==> src/sv/hdm_pkg.sv <==
`timescale 1ns / 1ps
// ---------------------------------------------------------------------------
// hdm_pkg
// Shared constants, tables and helpers for the haversine distance pipeline.
// ---------------------------------------------------------------------------
package hdm_pkg;

  // Angle input width: degrees, 21 fractional bits, signed
  localparam int ANG_W = 31;
  // CORDIC datapath widths
  localparam int X_W = 34;
  localparam int Z_W = 33;

  // Angle limits in degrees Q21
  localparam logic signed [31:0] FULL_TURN    = 32'sd754974720;
  localparam logic signed [31:0] HALF_TURN    = 32'sd377487360;
  localparam logic signed [31:0] QUARTER_TURN = 32'sd188743680;

  // pi * 2^60, and the degree-to-radian factor in Q39
  localparam logic [63:0] PI_Q60       = 64'h3243F6A8885A308D;
  localparam logic [63:0] DEG2RAD_FULL = ((PI_Q60 / 64'd180) + 64'd1048576) >> 21;
  localparam logic [33:0] DEG2RAD_Q39  = DEG2RAD_FULL[33:0];

  // CORDIC start value (1/K in Q30) and unit limit
  localparam logic signed [X_W-1:0] INV_GAIN = 34'sd652032874;
  localparam logic signed [X_W-1:0] ONE_X    = 34'sd1073741824;

  // arctan(2^-i) in Q30, truncated
  localparam logic [31:0] ATAN_Q30 [32] = '{
    32'h3243F6A8, 32'h1DAC6705, 32'h0FADBAFC, 32'h07F56EA6, 32'h03FEAB76,
    32'h01FFD55B, 32'h00FFFAAA, 32'h007FFF55, 32'h003FFFEA, 32'h001FFFFD,
    32'h000FFFFF, 32'h0007FFFF, 32'h0003FFFF, 32'h0001FFFF, 32'h0000FFFF,
    32'h00007FFF, 32'h00003FFF, 32'h00001FFF, 32'h00000FFF, 32'h000007FF,
    32'h000003FF, 32'h000001FF, 32'h000000FF, 32'h0000007F, 32'h0000003F,
    32'h0000001F, 32'h0000000F, 32'h00000008, 32'h00000004, 32'h00000002,
    32'h00000001, 32'h00000000
  };

  // Radian angle (Q30) to miles (Q8): z * 12742000 / (1609 * 2^22), round half up
  localparam logic [23:0] MILES_K    = 24'd12742000;
  localparam logic [55:0] MILES_BIAS = 56'd1609 << 21;
  localparam logic [32:0] MILES_DIV  = 33'd1609;
  localparam logic [63:0] RECIP_FULL = (64'd1 << 42) / 64'd1609;
  localparam logic [31:0] MILES_RECIP = RECIP_FULL[31:0];

  localparam int DIST_W = 22;

  // Clamp a CORDIC coordinate to [-1, 1] in Q30
  function automatic logic signed [31:0] clamp_unit(input logic signed [X_W-1:0] v);
    logic signed [X_W-1:0] r;
    if (v > ONE_X) begin
      r = ONE_X;
    end else if (v < -ONE_X) begin
      r = -ONE_X;
    end else begin
      r = v;
    end
    return r[31:0];
  endfunction

endpackage

==> src/sv/hdm_miles.sv <==
`timescale 1ns / 1ps
// ---------------------------------------------------------------------------
// hdm_miles
// Half central angle (Q30 rad) to miles (Q8), rounded half up. The divide
// by 1609 is a reciprocal multiply plus one correction step. Three stages.
// ---------------------------------------------------------------------------
module hdm_miles
  import hdm_pkg::*;
(
  input  logic        clk_i,
  input  logic        en_i,
  input  logic [30:0] angle_i,
  output logic [22:0] miles_o
);

  logic [55:0] m1;
  logic [32:0] q1_q, q1b_q, diff;
  logic [64:0] p_q;
  logic [22:0] qe;

  // Scale by 2 * 6371 km and drop the 2^22, with half of the divisor added
  assign m1 = 56'(angle_i) * 56'(MILES_K) + MILES_BIAS;

  always_ff @(posedge clk_i) begin
    if (en_i) begin
      q1_q  <= m1[54:22];
      p_q   <= 65'(q1_q) * 65'(MILES_RECIP);
      q1b_q <= q1_q;
    end
  end

  // Estimate is exact or one low
  assign qe   = p_q[64:42];
  assign diff = q1b_q - 33'(qe) * MILES_DIV;

  always_ff @(posedge clk_i) begin
    if (en_i) miles_o <= qe + 23'(diff >= MILES_DIV);
  end

endmodule

==> config.mk <==
export PLATFORM = sky130hd
export DESIGN_NAME = hdm_miles
export DESIGN_NICKNAME = d
export VERILOG_FILES = /design/src/sv/hdm_pkg.sv /design/src/sv/hdm_miles.sv
export SDC_FILE = /design/constraint.sdc
export NUM_CORES = 2
export LEC_CHECK = 0
export ABC_AREA = 0
export ABC_CLOCK_PERIOD_IN_PS = 10500
export BUFFER_PORTS_ARGS = -buffer_cell sky130_fd_sc_hd__buf_2
export CAP_MARGIN = 20
export CELL_PAD_IN_SITES_DETAIL_PLACEMENT = 1
export CELL_PAD_IN_SITES_GLOBAL_PLACEMENT = 1
export CORE_UTILIZATION = 44
export CTS_BUF_LIST = sky130_fd_sc_hd__clkbuf_4 sky130_fd_sc_hd__clkbuf_8
export CTS_CLUSTER_DIAMETER = 100
export DETAILED_ROUTE_END_ITERATION = 10
export GPL_TIMING_DRIVEN = 1
export MAX_ROUTING_LAYER = met4
export PLACE_DENSITY = 0.83
export SYNTH_ARGS = -nofsm -noshare
export SYNTH_HDL_FRONTEND = slang
export SYNTH_SLANG_ARGS = --single-unit
==> constraint.sdc <==
create_clock -name clk_i -period 10.5 [get_ports clk_i]
set_input_delay 2.625 -clock clk_i [delete_from_list [all_inputs] [get_ports clk_i]]
set_output_delay 2.625 -clock clk_i [all_outputs]
set_load 0.05 [all_outputs]
==> metrics.md <==
| Metric | Value |
|---|---|
| Post-Syn Nets | 5314 |
| Critical path's slowest cell | fa_1 |
| Fillers | 9721 |
| Vias | 26400 |
| Req. time, crit path | 10.72 ns |
| Layout area overhead | 4.99% |
| Syn Inst Count | 3755 |
| Final Max Slew Viols | 0 |
| GRT Util Overall | 26.7% |
| Cts hold-fix bufs | 0 |
| Total number of yosys warnings | 0 |
| Total die area | 87600 µm² |
| Pin count of the biggest net entering global routing | 70 |
| Die width | 296 µm |
| Crit Path Class | in2reg |
| Antenna-violating nets left | 0 |
| Share of cells above drive strength 1 | 2.62% |
| Die Ht | 296 µm |
| Port buffer count | 55 |
| Hold path start | q1_q[1]$_DFFE_PP_ |
| Core area | 85400 µm² |
| Max H-tree Level | 3 |
| Avg Cell Area, Syn | between 10 and 15 µm² |
| Crit path top cell by count | fa_1 |
| DR pass1 iterations | 5 |
| Final Cell Area | 39900 µm² |
| CTS resizes | 0 |
| Post-Route Setup TNS | 0 ns |
| Non-filler cells, final | between 4000 and 5000 |
| Vias in the first global route | 31000 |
| Root Driver | clkbuf_8 |
| Reg area | roughly 3400 µm² |
| Clock sink count | 112 |
| Initial antenna violation count | 1 |
| Via/cell ratio | 5.33 |
| Clock tree buffer depth | 2 |
| Worst hold path class | reg2reg |
| Crit path capture type | register |
| Routed len/inst | about 22 µm |
| Worst-path clk slew | 0.12 ns |
| Post-layout util | between 40% and 50% |
| Crit path max-delay family | adder cells |
| RSZ-0062 raised after global routing | no |
| Routed wire length | 109000 µm |
| Post-CTS Repair Setup Buffers | 0 |
| Tcrit/Tclk final | 93.3% |
| Boundary Pins | 56 |
| Fmax | 102 MHz |
| Fraction of registers with async set/reset | 0% |
| CP Data Arrival Time | 10.01 ns |
| Nets | approximately 5400 |
| Num rows | roughly 110 |
| Outcome | finished, final reports clean |
| Max_cap viols | 0 |
| RePlAce Congestion | 0.978 |
| # DRC | 0 |
| Startpoint Class | input port |
| Worst slew margin | 38.3% |
| Seq/Total Area, Yosys | 8.85% |
| Tightest Pin Transition | 0.926 ns |
| Max FO, Critical Path | 7 |
| First-pass GRT wire length | ~170000 µm |
| Start point of the critical path | angle_i[10] |
| Clk_skew | roughly 0.03 ns |
| CTS tree | yes |
| Cell variety after synth | 75 |
| Remaining global-route overflow | 0 |
| Initial core utilization | about 45% |
| Mapped cell area | about 38000 µm² |
| Placed cell count | 4940 |
| Clock Latency Late Sink | between 0.4 and 0.5 ns |
| Synth Flop Type | edfxtp_1 |
| Seq cells post-synth | 112 |
| Critical path's largest stage delay | 0.55 ns |
| Post-DP HPWL | 98200 µm |
| Number of buffers and inverters on the critical path | 5 |
| Drt initial violations | roughly 1200 |
| Multi-input logic area | 30100 µm² |
| TritonCTS Buffers | 9 |
| Placed cell area | 39700 µm² |
| Final setup fails | 0 |
| Fin crit period | about 9.8 ns |
| Reg2reg start | q1_q[22]$_DFFE_PP_ |
| EDFF count, synth | 112 |
| Final hold viol count | 0 |
cell usage after synthesis, types with 12 or more instances:
| cell | number | share of area, % |
|---|---|---|
| inv_1 | 1192 | 12 |
| ha_1 | 814 | 27 |
| fa_1 | 712 | 37 |
| a21oi_1 | 130 | 1.7 |
| edfxtp_1 | 112 | 8.8 |
| nand2_1 | 98 | 0.97 |
| xnor2_1 | 79 | 1.8 |
| nor2_1 | 78 | 0.77 |
| o21ai_0 | 65 | 0.86 |
| xor2_1 | 58 | 1.3 |
| a21o_1 | 55 | 1.1 |
| nand3_1 | 45 | 0.59 |
| nand4_1 | 29 | 0.48 |
| nor3_1 | 29 | 0.38 |
| nand2b_1 | 21 | 0.35 |
| clkbuf_1 | 16 | 0.16 |
| o21a_1 | 13 | 0.26 |
| o21bai_1 | 13 | 0.26 |
| a31oi_1 | 12 | 0.20 |
| nor2b_1 | 12 | 0.20 |
routing by layer:
| metal | part of all wire (%) | vias to the layer above | wire length (µm) | track usage, % |
|---|---|---|---|---|
| met4 | 4.9 | 0 | 5380 | 11.5 |
| li1 | - | 11900 | - | - |
| met5 | 0 | - | 0 | - |
| met3 | 4.7 | 292 | 5090 | 2.85 |
| met2 | 51 | 748 | 55300 | 46.9 |
| met1 | 40 | 13500 | 43100 | 31.0 |
flip-flops by register name, indices dropped and copies added, names as in the netlist:
signal	count
miles_o	23
p_q	23
q1_q	33
q1b_q	33
metrics by stage:
stage,worst slack (ns),hold slack [ns]
3_3_place_gp,0.438,0.722
6_report,0.707,0.742
3_5_place_dp,0.255,0.734
2_1_floorplan,1.19,0.565
5_1_grt,0.346,0.766
4_1_cts,0.760,0.748
area by class of cell:
cell class              count  area share, %
multi-input cells        2429           75.4
inverters                1192           11.2
flip-flops and latches    112           8.43
well taps                1144           3.59
repair buffers             63          0.846
clock buffers               9          0.310
clock inverters             7          0.232
diodes                      1        0.00627
layout by cell type (no fill, tap or decap), types with 12 or more instances in the layout:
cell,count
a21o_1,55
a21oi_1,130
a31oi_1,12
buf_2,54
edfxtp_1,112
fa_1,712
ha_1,814
inv_1,1192
nand2_1,98
nand2b_1,21
nand3_1,45
nand4_1,29
nor2_1,78
nor2b_1,12
nor3_1,29
o21a_1,13
o21ai_0,65
o21bai_1,13
xnor2_1,79
xor2_1,58
final timing paths:
path | end | cells past startpoint | slack [ns]
worst max-delay path | q1_q[31]$_DFFE_PP_ | 26 | 0.71
worst min-delay path | q1b_q[1]$_DFFE_PP_ | 1 | 0.74
worst max register to register | p_q[63]$_DFFE_PP_ | 25 | 1.02
worst min register to register | q1b_q[1]$_DFFE_PP_ | 1 | 0.74
cell families (layout without fill, tap and decap cells):
group	after synthesis	in the layout	share of synthesized area [%]
adder cells (fa/ha/maj)	1526	1526	64.3
buffers and inverters	1214	1271	12.0
AO/OA/AOI/OAI	390	390	6.67
AND/OR/NAND/NOR	371	371	4.88
XOR/XNOR	138	138	3.20
flip-flops	112	112	8.85
multiplexers	4	4	0.109
other	0	1	0
Power is left out: the tool's default activity adds up to more than one toggle a clock period on the data nets, which glitch-free logic cannot reach.
