**config.mk**
```make
export PLATFORM = sky130hd
export DESIGN_NAME = hdm_isqrt
export DESIGN_NICKNAME = d
export VERILOG_FILES = /design/src/sv/hdm_pkg.sv /design/src/sv/hdm_isqrt.sv
export SDC_FILE = /design/constraint.sdc
export NUM_CORES = 2
export LEC_CHECK = 0
export BUFFER_PORTS_ARGS = -buffer_cell sky130_fd_sc_hd__buf_2
export CORE_ASPECT_RATIO = 1.1
export CORE_UTILIZATION = 50
export DETAILED_ROUTE_END_ITERATION = 16
export MAX_ROUTING_LAYER = met4
export PLACE_DENSITY = 0.65
export SYNTH_ARGS = -nofsm -noshare
export SYNTH_HDL_FRONTEND = slang
export SYNTH_SLANG_ARGS = --single-unit
```
**constraint.sdc**
```tcl
create_clock -name clk_i -period 7.1 [get_ports clk_i]
set_input_delay 1.42 -clock clk_i [delete_from_list [all_inputs] [get_ports clk_i]]
set_output_delay 1.42 -clock clk_i [all_outputs]
set_load 0.02 [all_outputs]
```
**src/sv/hdm_pkg.sv**
```systemverilog
`timescale 1ns / 1ps
// ---------------------------------------------------------------------------
// hdm_pkg
// Shared constants, tables and helpers for the haversine distance pipeline.
// ---------------------------------------------------------------------------
package hdm_pkg;

  // Angle input width: degrees, 21 fractional bits, signed
  localparam int ANG_W = 31;
  // CORDIC datapath widths
  localparam int X_W = 34;
  localparam int Z_W = 33;

  // Angle limits in degrees Q21
  localparam logic signed [31:0] FULL_TURN    = 32'sd754974720;
  localparam logic signed [31:0] HALF_TURN    = 32'sd377487360;
  localparam logic signed [31:0] QUARTER_TURN = 32'sd188743680;

  // pi * 2^60, and the degree-to-radian factor in Q39
  localparam logic [63:0] PI_Q60       = 64'h3243F6A8885A308D;
  localparam logic [63:0] DEG2RAD_FULL = ((PI_Q60 / 64'd180) + 64'd1048576) >> 21;
  localparam logic [33:0] DEG2RAD_Q39  = DEG2RAD_FULL[33:0];

  // CORDIC start value (1/K in Q30) and unit limit
  localparam logic signed [X_W-1:0] INV_GAIN = 34'sd652032874;
  localparam logic signed [X_W-1:0] ONE_X    = 34'sd1073741824;

  // arctan(2^-i) in Q30, truncated
  localparam logic [31:0] ATAN_Q30 [32] = '{
    32'h3243F6A8, 32'h1DAC6705, 32'h0FADBAFC, 32'h07F56EA6, 32'h03FEAB76,
    32'h01FFD55B, 32'h00FFFAAA, 32'h007FFF55, 32'h003FFFEA, 32'h001FFFFD,
    32'h000FFFFF, 32'h0007FFFF, 32'h0003FFFF, 32'h0001FFFF, 32'h0000FFFF,
    32'h00007FFF, 32'h00003FFF, 32'h00001FFF, 32'h00000FFF, 32'h000007FF,
    32'h000003FF, 32'h000001FF, 32'h000000FF, 32'h0000007F, 32'h0000003F,
    32'h0000001F, 32'h0000000F, 32'h00000008, 32'h00000004, 32'h00000002,
    32'h00000001, 32'h00000000
  };

  // Radian angle (Q30) to miles (Q8): z * 12742000 / (1609 * 2^22), round half up
  localparam logic [23:0] MILES_K    = 24'd12742000;
  localparam logic [55:0] MILES_BIAS = 56'd1609 << 21;
  localparam logic [32:0] MILES_DIV  = 33'd1609;
  localparam logic [63:0] RECIP_FULL = (64'd1 << 42) / 64'd1609;
  localparam logic [31:0] MILES_RECIP = RECIP_FULL[31:0];

  localparam int DIST_W = 22;

  // Clamp a CORDIC coordinate to [-1, 1] in Q30
  function automatic logic signed [31:0] clamp_unit(input logic signed [X_W-1:0] v);
    logic signed [X_W-1:0] r;
    if (v > ONE_X) begin
      r = ONE_X;
    end else if (v < -ONE_X) begin
      r = -ONE_X;
    end else begin
      r = v;
    end
    return r[31:0];
  endfunction

endpackage

```
**src/sv/hdm_isqrt.sv**
```systemverilog
`timescale 1ns / 1ps
// ---------------------------------------------------------------------------
// hdm_isqrt
// Pipelined integer square root of a Q60 value, one root bit per stage,
// 31 stages. Result is floor(sqrt(val)).
// ---------------------------------------------------------------------------
module hdm_isqrt
  import hdm_pkg::*;
(
  input  logic        clk_i,
  input  logic        en_i,
  input  logic [60:0] val_i,
  output logic [30:0] root_o
);

  logic [61:0] val_q  [31];
  logic [32:0] rem_q  [31];
  logic [30:0] root_q [31];

  for (genvar k = 0; k < 31; k++) begin : g_stage
    localparam int P = 30 - k;
    logic [61:0] val_in;
    logic [32:0] rem_in;
    logic [30:0] root_in;
    logic [34:0] cur, trial;

    if (k == 0) begin : g_first
      assign val_in  = {1'b0, val_i};
      assign rem_in  = '0;
      assign root_in = '0;
    end else begin : g_next
      assign val_in  = val_q[k-1];
      assign rem_in  = rem_q[k-1];
      assign root_in = root_q[k-1];
    end

    assign cur   = {rem_in, val_in[2*P+1 -: 2]};
    assign trial = {2'b00, root_in, 2'b01};

    always_ff @(posedge clk_i) begin
      if (en_i) begin
        val_q[k] <= val_in;
        if (cur >= trial) begin
          rem_q[k]  <= 33'(cur - trial);
          root_q[k] <= {root_in[29:0], 1'b1};
        end else begin
          rem_q[k]  <= cur[32:0];
          root_q[k] <= {root_in[29:0], 1'b0};
        end
      end
    end
  end

  assign root_o = root_q[30];

endmodule

```
==> impl_metrics.env <==
export IMPL_netlist_instances=8514
export IMPL_dr_total_vias=64700
export IMPL_timing_setup_tns_ns=0
export IMPL_synth_compound_area_share_pct=9.22
export IMPL_synth_top_family_by_area="simple AND/OR/NAND/NOR gates"
export IMPL_synthMuxAreaShare_pct=0.564
export IMPL_clk_pin_slew_ns=0.06
export IMPL_cts_hold_buf=0
export IMPL_netlist_area_um2=110000
export IMPL_synth_fa_ha_area_share_pct=6.01
export IMPL_worstSetupEndpointType="flop"
export IMPL_synth_area_leaders="edfxtp_1, ha_1, xor2_1"
export IMPL_clock_latency_ns=0.89
export IMPL_crit_fanout=32
export IMPL_synthTopCellsByCount="edfxtp_1, nand2_1, inv_1, ha_1, o21ai_0"
export IMPL_fin_ws_ns=2.12
export IMPL_power_switching_share_pct=28.5
export IMPL_yosysSeqAreaShare_pct=64.6
export IMPL_start_kind="flop"
export IMPL_instances_no_fill=11800
export IMPL_core_area_um2=218000
export IMPL_die_area_um2=221000
export IMPL_slew_headroom_pct=17.5
export IMPL_die_h_um=493
export IMPL_setup_viol=0
export IMPL_grt_max_degree=200
export IMPL_hp_class="reg -> reg"
export IMPL_wl_per_cell_um=19.1
export IMPL_synthArstFlopShare_pct=0
export IMPL_yosysUniqueCellTypes=96
export IMPL_track_usage_pct=20.9
export IMPL_drive_above_1_share_pct=7.15
export IMPL_root_buffer="clkbuf_16"
export IMPL_clock_path_buffers=3
export IMPL_synth_nets=9104
export IMPL_n_fill_cell=18000
export IMPL_switchingPower_w=0.0113
export IMPL_synth_top_area_share_pct=64.6
export IMPL_die_w_um=449
export IMPL_yosys_cell_count_top_type="edfxtp_1"
export IMPL_crit_type="reg -> reg"
export IMPL_via_per_inst=5.46
export IMPL_power_frac_seq_pct=47.9
export IMPL_ios=94
export IMPL_synth_xor_area_share_pct=6.22
export IMPL_drt_wl_total_um=226000
export IMPL_grt_ovfl_total=0
export IMPL_cts_buffers=237
export IMPL_synth_largest_area_cell="edfxtp_1"
export IMPL_maxSlewViolCount=0
export IMPL_synth_seq_cells=2362
export IMPL_io_buffers=93
export IMPL_status="complete, no violations"
export IMPL_maxCapViolCount=0
export IMPL_synth_simple_area_share_pct=10.4
export IMPL_fp_row_count=180
export IMPL_grt_antenna_before_repair=3
export IMPL_htree_levels=4
export IMPL_drc_errors=0
export IMPL_grt_pass1_vias=63800
export IMPL_cpPeakStageDelay_ns=0.78
export IMPL_period_needed_ns=4.98
export IMPL_rsz0062_at_grt="false"
export IMPL_leakage_nw=46.0
export IMPL_worst_pin_slew_ns=1.24
export IMPL_synth_edf_count=2361
export IMPL_hold_ws_ns=0.401
export IMPL_post_cts_setup_buffers=0
export IMPL_area_delta_synth_final_pct=10.8
export IMPL_route_top_layer_used="met4"
export IMPL_post_place_ws_ns=2.23
export IMPL_fin_crit_sh_pct=70.1
export IMPL_dr_wl_met3_um=7770
export IMPL_drt_initial_drc_count=4737
export IMPL_hold_violations=0
export IMPL_yosys_warnings=0
export IMPL_ys_flop_type="edfxtp_1"
export IMPL_p_per_area_nw_per_um2=325
export IMPL_grt_pass1_wl_um=355000
export IMPL_gp_congestion=0.890
export IMPL_p_int_w=0.0282
export IMPL_crit_buf_inv=1
export IMPL_crit_path_top_delay_cell="a2111oi_0"
export IMPL_ir_drop_mv=0.264
export IMPL_initial_core_util_pct=50.2
export IMPL_p_clk_share_pct=31.8
export IMPL_p_comb_share_pct=20.3
export IMPL_crit_required_ns=7.73
export IMPL_cts_tree="built"
export IMPL_ant_nets=0
export IMPL_crit_chain="ha_1, o21a_1, a2bb2oi_1, a2111oi_0, nor2_1, o41ai_1, o22ai_1, a211oi_1, and2_1, buf_4, mux2_2"
export IMPL_max_freq_mhz=201
export IMPL_syn_avg_cell_area_um2=12.9
export IMPL_finalNetCount=9312
export IMPL_dp_hpwl_um=164000
export IMPL_fin_skew_ns=0.0520
export IMPL_dr_wl_met2_um=115000
export IMPL_m1WireLength_um=97700
export IMPL_cts_resized=0
export IMPL_clock_sinks=2362
export IMPL_crit_arrival_ns=5.61
export IMPL_cp_top_family="compound AO/OA/AOI/OAI gates"
export IMPL_dp_cells=11400
export IMPL_firstDrtPassIters=6
[power by group through the flow]
stage	registers (W)	logic [W]	clock network, W
floorplan	0.0186	0.00606	0
global placement	0.0192	0.00789	0
detailed placement	0.0192	0.00797	0
CTS	0.0190	0.00802	0.0129
global route	0.0191	0.00896	0.0135
finish	0.0189	0.00801	0.0126
[worst reg2reg max path, stage by stage (launching register included)]
cell and delay (ns):
edfxtp_1 0.39, ha_1 0.37, o21a_1 0.22, a2bb2oi_1 0.18
a2111oi_0 0.78, nor2_1 0.17, o41ai_1 0.54, o22ai_1 0.17
a211oi_1 0.31, and2_1 0.73, buf_4 0.47, mux2_2 0.40
[routing by layer]
| metal | global-route usage, % | vias up |
|---|---|---|
| met4 | 6.60 | 0 |
| met1 | 25.9 | 31400 |
| met5 | - | - |
| met2 | 35.8 | 1187 |
| li1 | - | 31800 |
| met3 | 2.50 | 356 |
[metrics by stage]
step | util, % | instance area [um2] | power (W)
2_1_floorplan | - | 110000 | 0.0247
3_3_place_gp | 52.1 | 114000 | 0.0271
3_5_place_dp | 52.1 | 114000 | 0.0272
4_1_cts | 55.7 | 122000 | 0.0399
5_1_grt | 55.7 | 122000 | 0.0415
6_report | 55.7 | 122000 | 0.0395
[layout make-up]
class	count	area (um2)	share of cell area (%)
Antenna cell	5	12.5	0.0103
Clock buffer	286	6110	5.03
Clock inverter	160	1770	1.45
Inverter	670	2510	2.07
Multi-Input combinational cell	5304	35700	29.3
Sequential cell	2362	70900	58.3
Tap cell	2912	3640	3.00
Timing Repair Buffer	147	961	0.790
[kinds of logic after synthesis]
family          Yosys count
xor+xnor                779
fa+ha+maj               527
buf+inv                 848
mux                      56
compound gates         1651
flops                  2362
simple gates           2291
[path summary, 6_finish.rpt]
check / from / to / slack (ns) / cells after the start
worst max-delay path: rem_q[1][397]$_DFFE_PP_ / rem_q[1][435]$_DFFE_PP_ / 2.12 / 11
worst max register to register: rem_q[1][397]$_DFFE_PP_ / rem_q[1][435]$_DFFE_PP_ / 2.12 / 11
worst min-delay path: val_q[1][7]$_DFFE_PP_ / val_q[1][69]$_DFFE_PP_ / 0.40 / 0
worst min register to register: val_q[1][7]$_DFFE_PP_ / val_q[1][69]$_DFFE_PP_ / 0.40 / 0
[flip-flops by register name, indices dropped and copies added (netlist names)]
| register | flops |
|---|---|
| rem_q | 936 |
| val_q | 930 |
| root_q | 496 |
[layout by cell type, fill, tap and decap left out, types with 49 or more instances in the layout]
cell type and instances:
inv_1 667, nand2_1 669, a21oi_1 469, edfxtp_1 2361, ha_1 527, o21a_1 100, nand4_1 74, a21o_1 221
clkbuf_16 237, clkinv_1 59, or3_1 75, nor3_1 207, a31oi_1 50, nand3_1 138, clkbuf_1 49, xnor2_1 383
nor2_1 465, and2_1 51, buf_2 92, o21ai_0 490, nor2b_1 80, or4_1 64, and3_1 51, xor2_1 396
nand2b_1 119, o21bai_1 53, nor4_1 109
No activity file was read; power rests on OpenSTA's default activity.
